--- config.mk ---
export PLATFORM = sky130hd
export DESIGN_NAME = hiqp_ram
export DESIGN_NICKNAME = d
export VERILOG_FILES = /design/src/design/hiqp_ram.sv
export SDC_FILE = /design/constraint.sdc
export NUM_CORES = 1
export LEC_CHECK = 0
export ABC_CLOCK_PERIOD_IN_PS = 2400
export BUFFER_PORTS_ARGS = -buffer_cell sky130_fd_sc_hd__buf_4
export CORE_UTILIZATION = 60
export DETAILED_ROUTE_END_ITERATION = 10
export PLACE_DENSITY_LB_ADDON = 0.05
export SETUP_SLACK_MARGIN = 0.05
export SLEW_MARGIN = 5
export SYNTH_ARGS = -nofsm -noshare
export SYNTH_HDL_FRONTEND = slang
export SYNTH_SLANG_ARGS = --single-unit
--- constraint.sdc ---
create_clock -name i_clk -period 2.4 [get_ports i_clk]
set_clock_uncertainty 0.15 [all_clocks]
set_input_delay 0.6 -clock i_clk [delete_from_list [all_inputs] [get_ports i_clk]]
set_output_delay 0.6 -clock i_clk [all_outputs]
set_load 0.01 [all_outputs]
--- src/design/hiqp_ram.sv ---
// Generic single-port RAM with registered read data.
module hiqp_ram #(
    parameter int WIDTH = 8,
    parameter int DEPTH = 16
) (
    input  logic                     i_clk,
    input  logic                     i_we,
    input  logic [$clog2(DEPTH)-1:0] i_addr,
    input  logic [WIDTH-1:0]         i_wdata,
    output logic [WIDTH-1:0]         o_rdata
);

    logic [WIDTH-1:0] r_mem [DEPTH];
    logic [WIDTH-1:0] r_rdata;

    always_ff @(posedge i_clk) begin
        if (i_we) begin
            r_mem[i_addr] <= i_wdata;
        end
        r_rdata <= r_mem[i_addr];
    end

    assign o_rdata = r_rdata;

endmodule

# == Word-level counts from Yosys, hierarchy flattened ==
# Memories as Yosys holds them, arrays and structs flattened. A register that Yosys moved wholly into a read port is not among the register bits.
# Cells that the tools add are included.
# word_totals
input_bits,14
output_inout_bits,8
reg_bits,0
memories,1
elab_cells,3
mem_bits_rw,128
# mem_list
memory,words,width,read_ports,rd_ports_with_merged_regs,write_ports,line,source
r_mem,16,8,1,1,1,13,logic [WIDTH-1:0] r_mem [DEPTH];
# op_classes
n_mux,2
# ops
operator,count
two-way mux 1 bit,2

# == Longest topological paths before layout ==
# Gate-level depths: netlist of run 1.
# depth
depth_word,2
ltp_mapped,5
depth_no_buf,3

# == Least setup slack after synthesis of run 1 ==
# Ideal clock, no wire load.
# synth_path
path_kind,in2reg
from,input port i_addr[2]
to,"memory r_mem[0][0], enable pin"
required_ns,1.867
arrival_time_ns,1.710
setup_ns,0.383
n_path_buf,0
setup_slack_ns,0.157
path_stages,2
path_cell_list,or3b_2 nor3_1
# synth_rtl
item,line,source
start: declaration,8,"input logic [$clog2(DEPTH)-1:0] i_addr,"
end: declaration,13,
# Straight into the memory's write port.

==> flow_metrics.py, run 1 <==
metrics = {
    "synth": {
        "yosysWarnings": 0,
        "synthCells": 230,
        "yosysUniqueCellTypes": 18,
        "avgSynthCellArea_um2": 22.03,
        "yosys.area.top_type": "edfxtp_1",
        "syn-num-nets": 244,
        "synth_top_area_frac": 0.7585,
        "ys_seq_area_frac": 0.7901,
        "syn_area_um2": 5067,
        "ys_ff_latch": 136,
        "ys_top_cells_by_area": "edfxtp_1, mux4_2, dfxtp_1, a22oi_1, nor2_1",
    },
    "final_layout": {
        "n_fill_cell": 447,
        "area_delta_synth_final_pct": 19.93,
        "multi_input_area_um2": 1003,
        "diodes": 0,
        "regArea_um2": 4004,
        "nNetsFinal": 297,
        "final_cell_mix": "edfxtp_1, buf_4, mux4_2",
        "finalInstanceArea_um2": 6077,
        "drive_gt1_frac": 0.3682,
        "layout_commonest_cell": "edfxtp_1",
    },
    "run": {
        "max_cap_viol_count": 0,
    },
    "clocking": {
        "cts_sinks": 136,
        "cts_tree": "built",
        "clk_pin_slew_ns": 0.06,
        "htreeDepth": 4,
        "cts_buffers": 17,
        "cts_hold_buffers": 0,
        "post_cts_buffers": 0,
        "cts_root_buf": "clkbuf_8",
        "cts_resized": 0,
        "clockBufferDepth": 2,
        "insertion_delay_ns": 0.51,
    },
    "sta": {
        "worst_pin_slew_ns": 0.6225,
        "final_hold_viol_count": 0,
        "relSlewSlack": 0.5842,
        "maxSlewViolCount": 0,
        "period_minus_slack_ns": 1.821,
        "rsz0062_at_grt": "no",
        "layout_setup_ws_ns": 0.5792,
        "fin_setup_tns_ns": 0,
        "setup_viol": 0,
        "finalCritPeriodShare": 0.7587,
        "fmax_ghz": 0.5492,
    },
    "critical_path": {
        "worst_ep_arrival_time_ns": 2.06,
        "critPathLaunchType": "input pin",
        "ff2ff_setup_slack_ns": 0.87,
        "crit_type": "input pin to register",
        "critPathMaxFanout": 20,
        "endpoint": "o_rdata[1]",
        "crit_start": "i_addr[0]",
        "crit_required_ns": 2.64,
        "reg2reg_depth": 3,
        "r2r_start": "r_mem[3][3]",
        "end_kind": "register",
        "r2r-end": "o_rdata[3]",
    },
    "detailed_routing": {
        "avgViaCountPerCell": 6.110,
        "avgRoutedWirePerCell_um": 23.70,
        "vias": 2450,
        "drt_iter0_drc": 206,
        "ant_nets": 0,
        "drt-pass1-iter-count": 5,
        "drc_errors": 0,
        "wl_um": 9505,
    },
    "global_route": {
        "antenna_found_initial": 0,
        "grt_use_total": 0.2406,
        "overflow": 0,
        "grt_pass1_wl_um": 14190,
        "grt_start_max_net_pins": 40,
        "grt_pass1_vias": 2545,
    },
    "outcome": {
        "status": "finished clean",
    },
    "power": {
        "ir_worst_vdd_mv": 0.5661,
        "p_leak_nw": 2.044,
        "total_power_w": 0.005475,
        "power_density_nw_per_um2": 900.9,
    },
    "placement": {
        "portBuffers": 21,
        "dp_hpwl_um": 6011,
        "placedInstanceArea_um2": 5489,
        "place_ws_ns": 0.08409,
        "place.gp.congestion": 0.8524,
    },
    "die": {
        "dieArea_um2": 8817,
        "chipWidth_um": 93.90,
        "io_pins": 22,
        "fp-row-count": 33,
        "die_h_um": 93.90,
        "start_util": 0.6198,
        "core_area_um2": 8175,
    },
    "min_path": {
        "min_path_type": "input pin to register",
    },
}
==> per-stage QoR <==
stage / hold slack, ns / std cells / util
after global routing: 0.2532 / 401 / 0.7433
after CTS: 0.2360 / 401 / 0.7433
after detailed placement: 0.5164 / 369 / 0.6714
after floorplan: 0.4849 / 230 / -
final: 0.2462 / 401 / 0.7433
after global placement: 0.5034 / 369 / 0.6714
==> worst min-delay path by stage <==
stage	slack, ns	start	endpoint	depth (start not counted)
after floorplan	0.48	r_mem[14][0]	o_rdata[0]	3
after global placement	0.50	r_mem[14][1]	o_rdata[1]	3
after detailed placement	0.52	r_mem[4][6]	o_rdata[6]	3
after CTS	0.24	i_wdata[2]	r_mem[2][2]	1
after global routing	0.25	i_wdata[4]	r_mem[5][4]	1
final	0.25	i_wdata[5]	r_mem[7][5]	1
==> report_power, final <==
group          switching, W  total (W)  internal, W
combinational      0.000145   0.000268     0.000123
sequential        0.0000165    0.00267      0.00266
clock              0.000948    0.00254      0.00159
total               0.00111    0.00547      0.00437
==> critical path: stages <==
cell     delay (ns)
buf_4          0.31
buf_4          0.26
mux4_2         0.54
a22oi_1        0.25
nand2_1        0.10
==> state kept, by name, indices dropped and copies added (netlist names) <==
name / count
r_mem: 128
o_rdata: 8
==> cell usage after synthesis <==
| master | number |
|---|---|
| dfxtp_1 | 8 |
| buf_1 | 4 |
| buf_6 | 2 |
| nand2_1 | 9 |
| buf_2 | 2 |
| clkbuf_2 | 1 |
| clkbuf_1 | 2 |
| or3b_2 | 1 |
| a22oi_1 | 16 |
| nand3b_1 | 2 |
| mux4_2 | 32 |
| nor2b_1 | 2 |
| nor2_1 | 13 |
| nand3_1 | 1 |
| nand2b_1 | 2 |
| edfxtp_1 | 128 |
| and2_1 | 1 |
| nor3_1 | 4 |
==> cell families after synthesis <==
group           after synthesis  share of synthesized area
flops                       136                     0.7901
compound gates               16                    0.02370
simple gates                 35                    0.03210
buf+inv                      11                    0.01185
mux                          32                     0.1422
==> final cells by class <==
| type | count | share of cell area |
|---|---|---|
| clock buffers | 18 | 0.06877 |
| clock inverters | 14 | 0.02800 |
| multi-input cells | 83 | 0.1651 |
| flip-flops and latches | 136 | 0.6588 |
| well taps | 105 | 0.02162 |
| repair buffers | 45 | 0.05765 |
==> layer usage <==
metal	track usage	wire (um)	share of wire	vias to the layer above
met3	0.05421	583	0.061	19
met1	0.3298	3877	0.41	1258
li1	-	-	-	1070
met2	0.3723	4854	0.51	103
met4	0.1128	189	0.020	0
met5	0	0	0	-
No activity file was read; power rests on OpenSTA's default activity.
==> run 2: changes to the inputs <==
--- a/config.mk
+++ b/config.mk
@@ -5,7 +5,7 @@
 export SDC_FILE = /design/constraint.sdc
 export NUM_CORES = 1
 export LEC_CHECK = 0
-export ABC_CLOCK_PERIOD_IN_PS = 2400
+export ABC_CLOCK_PERIOD_IN_PS = 1850
 export BUFFER_PORTS_ARGS = -buffer_cell sky130_fd_sc_hd__buf_4
 export CORE_UTILIZATION = 60
 export DETAILED_ROUTE_END_ITERATION = 10
==> constraint.sdc (replaced) <==
create_clock -name i_clk -period 1.85 [get_ports i_clk]
set_clock_uncertainty 0.15 [all_clocks]
set_input_delay 0.4625 -clock i_clk [delete_from_list [all_inputs] [get_ports i_clk]]
set_output_delay 0.4625 -clock i_clk [all_outputs]
set_load 0.01 [all_outputs]
==> run 2 against run 1 <==
  * Global-route usage rose by 1.9 points
  * First-iteration DRC count down 14%
  * Sequential cell count unchanged
  * Total power increased by 33%
  * Wire length up 7.1%
  * Sequential share of layout area shrank 2.6 points
  * Non-clock buffer count is 11 higher
  * Die area unchanged
  * Critical endpoint is now o_rdata[2]
  * Highest routed layer unchanged
==> flow_metrics.py, run 2 (synthesized netlist as in run 1, its figures left out) <==
metrics = {
    "placement": {
        "placed_cells": 380,
        "place.gp.congestion": 0.7648,
        "dp_hpwl_um": 6505,
        "portBuffers": 21,
    },
    "power": {
        "power_density_nw_per_um2": 1154,
        "ir_worst_vdd_mv": 0.9854,
        "p_leak_nw": 2.136,
    },
    "clocking": {
        "post_cts_buffers": 0,
        "cts_hold_buffers": 0,
        "cts_root_buf": "clkbuf_8",
        "cts_resized": 0,
        "cts_sinks": 136,
        "insertion_delay_ns": 0.51,
        "clockBufferDepth": 2,
        "htreeDepth": 4,
        "cts_buffers": 17,
        "clk_pin_slew_ns": 0.06,
        "cts_tree": "built",
    },
    "final_layout": {
        "n_fill_cell": 434,
        "largest_reg_flops": 128,
        "nNetsFinal": 308,
        "layout_commonest_cell": "edfxtp_1",
        "area_delta_synth_final_pct": 24.91,
        "final_util": 0.7743,
        "final_cells": 412,
        "final_cell_mix": "edfxtp_1, buf_4, mux4_2",
        "drive_gt1_frac": 0.4463,
        "regMostFlops": "r_mem",
        "diodes": 0,
    },
    "critical_path": {
        "critPathMaxFanout": 1,
        "path_delay_family": "flip-flops",
        "max_stage_delay_ns": 0.31,
        "crit_type": "register to output pin",
        "crit_required_ns": 1.24,
        "critPathSlowestCell": "dfxtp_1",
        "critPathLaunchType": "register",
        "worst_ep_arrival_time_ns": 0.96,
        "critical_path.cell_chain": "buf_4",
        "critPathBufInv": 1,
        "end_kind": "output pin",
    },
    "sta": {
        "setup_viol": 0,
        "relSlewSlack": 0.4788,
        "finalCritPeriodShare": 0.8500,
        "worst_pin_slew_ns": 0.7802,
        "fmax_ghz": 0.6359,
        "final_hold_viol_count": 0,
        "rsz0062_at_grt": "no",
        "maxSlewViolCount": 0,
        "period_minus_slack_ns": 1.572,
    },
    "detailed_routing": {
        "avgViaCountPerCell": 6.036,
        "drt_iter0_drc": 177,
        "avgRoutedWirePerCell_um": 24.70,
        "wl_um": 10180,
        "ant_nets": 0,
        "vias": 2487,
        "drt-pass1-iter-count": 7,
        "drc_errors": 0,
    },
    "die": {
        "die_h_um": 93.90,
        "dieArea_um2": 8817,
        "io_pins": 22,
        "start_util": 0.6198,
        "core_area_um2": 8175,
        "chipWidth_um": 93.90,
        "fp-row-count": 33,
    },
    "min_path": {
        "min_path_type": "input pin to register",
    },
    "run": {
        "max_cap_viol_count": 0,
    },
    "global_route": {
        "antenna_found_initial": 0,
        "grt_start_max_net_pins": 22,
        "overflow": 0,
        "grt_pass1_wl_um": 15460,
        "grt_pass1_vias": 2709,
        "grt_use_total": 0.2592,
    },
    "outcome": {
        "status": "finished clean",
    },
}
-- run 2: worst paths after layout --
check / from / endpoint / slack, ns / depth (start not counted)
max: o_rdata[2] / o_rdata[2] / 0.28 / 1
min: i_wdata[0] / r_mem[6][0] / 0.12 / 1
max reg2reg: r_mem[7][1] / o_rdata[1] / 0.34 / 3
min reg2reg: r_mem[14][0] / o_rdata[0] / 0.52 / 3
-- run 2: per-stage QoR --
step	worst slack (ns)	cell area (um2)	hold WS, ns	total power (W)	TNS [ns]
detailed placement	-0.2266	5712	0.5282	0.003928	-12.59
global route	0.2472	6330	0.1203	0.007496	0
global placement	-0.1536	5712	0.5135	0.003908	-8.011
finish	0.2775	6330	0.1217	0.007306	0
CTS	0.2635	6330	0.1096	0.007341	0
floorplan	-0.04067	5135	0.4114	0.003722	-0.7451
-- run 2: routing by layer --
layer	wire length, um	up-vias	GRT usage
met5	0	-	0
met4	85	0	0.06923
met3	307	10	0.05825
met2	5600	65	0.4495
met1	4182	1320	0.3329
li1	-	1092	-
-- run 2: where the power goes --
| part | internal, W | switching [W] |
|---|---|---|
| Combinational | 0.000192 | 0.000210 |
| Clock | 0.00213 | 0.00131 |
| Sequential | 0.00344 | 0.0000225 |
| Total | 0.00577 | 0.00154 |
-- run 2: cell type report --
cell class	count	area [um2]	area share
tap	105	131.4	0.02076
sequential	136	4004	0.6325
clock buffer	18	427.9	0.06760
multi-input combinational	83	1069	0.1688
timing repair buffer	56	508.0	0.08025
clock inverter	14	190.2	0.03005
==> run 3: changes to the inputs <==
--- a/config.mk
+++ b/config.mk
@@ -5,7 +5,8 @@
 export SDC_FILE = /design/constraint.sdc
 export NUM_CORES = 1
 export LEC_CHECK = 0
-export ABC_CLOCK_PERIOD_IN_PS = 1850
+export ABC_AREA = 1
+export ABC_CLOCK_PERIOD_IN_PS = 1500
 export BUFFER_PORTS_ARGS = -buffer_cell sky130_fd_sc_hd__buf_4
 export CORE_UTILIZATION = 60
 export DETAILED_ROUTE_END_ITERATION = 10
==> constraint.sdc (replaced) <==
create_clock -name i_clk -period 1.5 [get_ports i_clk]
set_clock_uncertainty 0.15 [all_clocks]
set_input_delay 0.375 -clock i_clk [delete_from_list [all_inputs] [get_ports i_clk]]
set_output_delay 0.375 -clock i_clk [all_outputs]
set_load 0.01 [all_outputs]
==> run 3 against run 2 <==
  * Combinational power increased by 60%
  * Via count increased by 49%
  * Critical path type unchanged
  * Sequential cell count is the same
  * Largest cell class unchanged
  * First-iteration DRC count grew 33%
  * Register-to-register slack about the same
==> flow_metrics.py, run 3 <==
metrics = {
    "outcome": {
        "status": "finished clean",
    },
    "detailed_routing": {
        "ant_nets": 0,
        "drt_iter0_drc": 235,
        "avgRoutedWirePerCell_um": 16.58,
        "drc_errors": 0,
        "drt-pass1-iter-count": 7,
        "vias": 3715,
        "wl_um": 11730,
        "avgViaCountPerCell": 5.255,
    },
    "critical_path": {
        "critPathMaxFanout": 1,
        "critPathLaunchType": "register",
        "worst_ep_arrival_time_ns": 0.94,
        "critPathBufInv": 1,
        "crit_required_ns": 0.97,
        "max_stage_delay_ns": 0.32,
        "end_kind": "output pin",
        "path_delay_family": "flip-flops",
        "critPathSlowestCell": "dfxtp_2",
        "critical_path.cell_chain": "buf_6",
        "crit_type": "register to output pin",
    },
    "run": {
        "max_cap_viol_count": 0,
    },
    "final_layout": {
        "final_cell_mix": "nand2_1, edfxtp_1, buf_4",
        "drive_gt1_frac": 0.1703,
        "nNetsFinal": 600,
        "regArea_um2": 4011,
        "layout_commonest_cell": "nand2_1",
        "regMostFlops": "r_mem",
        "area_delta_synth_final_pct": 21.92,
        "largest_reg_flops": 128,
        "finalInstanceArea_um2": 6819,
        "diodes": 0,
        "n_fill_cell": 583,
        "multi_input_area_um2": 1567,
    },
    "placement": {
        "portBuffers": 21,
        "dp_hpwl_um": 7416,
        "placedInstanceArea_um2": 6192,
        "place.gp.congestion": 0.8329,
    },
    "synth": {
        "synth.area.mux_share": 0,
        "avgSynthCellArea_um2": 10.21,
        "yosysWarnings": 0,
        "synth-compound-area-share": 0,
        "netlist_top_cells_count": "nand2_1, edfxtp_1, inv_1",
        "synthXorXnorAreaFrac": 0,
        "ys_ff_latch": 136,
        "ys_seq_area_frac": 0.7159,
        "yosysUniqueCellTypes": 11,
        "synthAdderAreaFrac": 0,
        "yosys.area_share.simple": 0.2479,
        "ys.flop_type": "edfxtp_1",
        "synthArstFlopShare": 0,
        "syn-num-nets": 562,
        "synth_most_common_cell": "nand2_1",
        "syn_area_um2": 5593,
        "synth_top_family_by_area": "simple AND/OR/NAND/NOR gates",
        "synthCells": 548,
        "synth_top_area_frac": 0.6872,
        "yosys.area.top_type": "edfxtp_1",
        "synth-edff-count": 128,
        "ys_top_cells_by_area": "edfxtp_1, nand2_1, dfxtp_1, inv_1, nor2_1",
    },
    "sta": {
        "period_minus_slack_ns": 1.469,
        "worst_pin_slew_ns": 0.2934,
        "maxSlewViolCount": 0,
        "relSlewSlack": 0.8044,
        "final_hold_viol_count": 0,
        "setup_viol": 0,
        "rsz0062_at_grt": "yes",
        "finalCritPeriodShare": 0.9794,
        "fmax_ghz": 0.6807,
    },
    "clocking": {
        "htreeDepth": 4,
        "cts_sinks": 136,
        "cts_root_buf": "clkbuf_8",
        "cts_hold_buffers": 0,
        "cts_tree": "built",
        "clockBufferDepth": 2,
        "cts_buffers": 17,
        "insertion_delay_ns": 0.52,
        "clk_pin_slew_ns": 0.06,
    },
    "global_route": {
        "grt_pass1_wl_um": 18940,
        "grtUsageMet3": 0.05957,
        "top_usage_layer": "met2",
        "antenna_found_initial": 0,
        "met1_usage": 0.3776,
        "grt_use_met2": 0.4166,
        "overflow": 0,
        "grt_start_max_net_pins": 33,
        "grt_pass1_vias": 3694,
        "grt_use_total": 0.2700,
    },
    "power": {
        "p_leak_nw": 2.873,
        "ir_worst_vdd_mv": 1.163,
        "total_power_w": 0.009032,
        "power_density_nw_per_um2": 1325,
    },
    "die": {
        "die_h_um": 98.55,
        "core_area_um2": 8891,
        "dieArea_um2": 9711,
        "fp-row-count": 34,
        "io_pins": 22,
        "start_util": 0.6290,
        "chipWidth_um": 98.55,
    },
    "min_path": {
        "min_path_type": "input pin to register",
    },
}
[run 3: cell types whose count changed after synthesis, moves of 3 or more]
cell and delta:
inv_1 +21, mux4_2 -32, a22oi_1 -16, buf_2 +10, nand2_1 +337, nor2_1 +5, nor3_1 -4, buf_1 -4
buf_4 +6, nand3_1 +3
[run 3: worst paths after layout]
| check | to | slack (ns) | from | cells after the start |
|---|---|---|---|---|
| worst max-delay path | o_rdata[2] | 0.03 | o_rdata[2] | 1 |
| worst min-delay path | r_mem[12][7] | 0.06 | i_wdata[7] | 1 |
| worst max register to register | o_rdata[3] | 0.34 | r_mem[5][3] | 8 |
| worst min register to register | o_rdata[7] | 0.56 | r_mem[2][7] | 8 |
[run 3: power breakdown]
part	total [W]	switching [W]	internal, W
Sequential	0.00428	0.0000267	0.00425
Clock	0.00411	0.00158	0.00253
Combinational	0.000642	0.000414	0.000228
[run 3: layer usage]
metal	wire (um)	vias to the layer above
met5	0	-
met4	277	0
met3	904	27
met2	5499	157
met1	5043	1694
li1	-	1837
[run 3: cell families after synthesis]
logic type	Yosys count
simple gates	368
buf+inv	44
flops	136
[run 3: through the flow]
stage	setup TNS [ns]	util	setup slack, ns	hold slack (ns)	instances
global route	0	0.7670	0.002145	0.04328	707
CTS	0	0.7664	0.01426	0.04791	707
detailed placement	-8.551	0.6965	-0.1036	0.5551	675
finish	0	0.7670	0.03095	0.05684	707
global placement	-6.774	0.6965	-0.1148	0.5365	675
floorplan	0	-	0.02388	0.3239	548
[run 3: repair_timing]
action	4_1_cts	5_1_grt
cloned	0	0
endpoints found under the setup margin	8	8
resized for setup	10	4
buffers inserted	0	0
[run 3: layout make-up]
class	instances	area share
flip-flops and latches	136	0.5883
multi-input cells	368	0.2297
clock buffers	17	0.06073
repair buffers	40	0.05945
clock inverters	15	0.02569
well taps	108	0.01982
inverters	23	0.01633
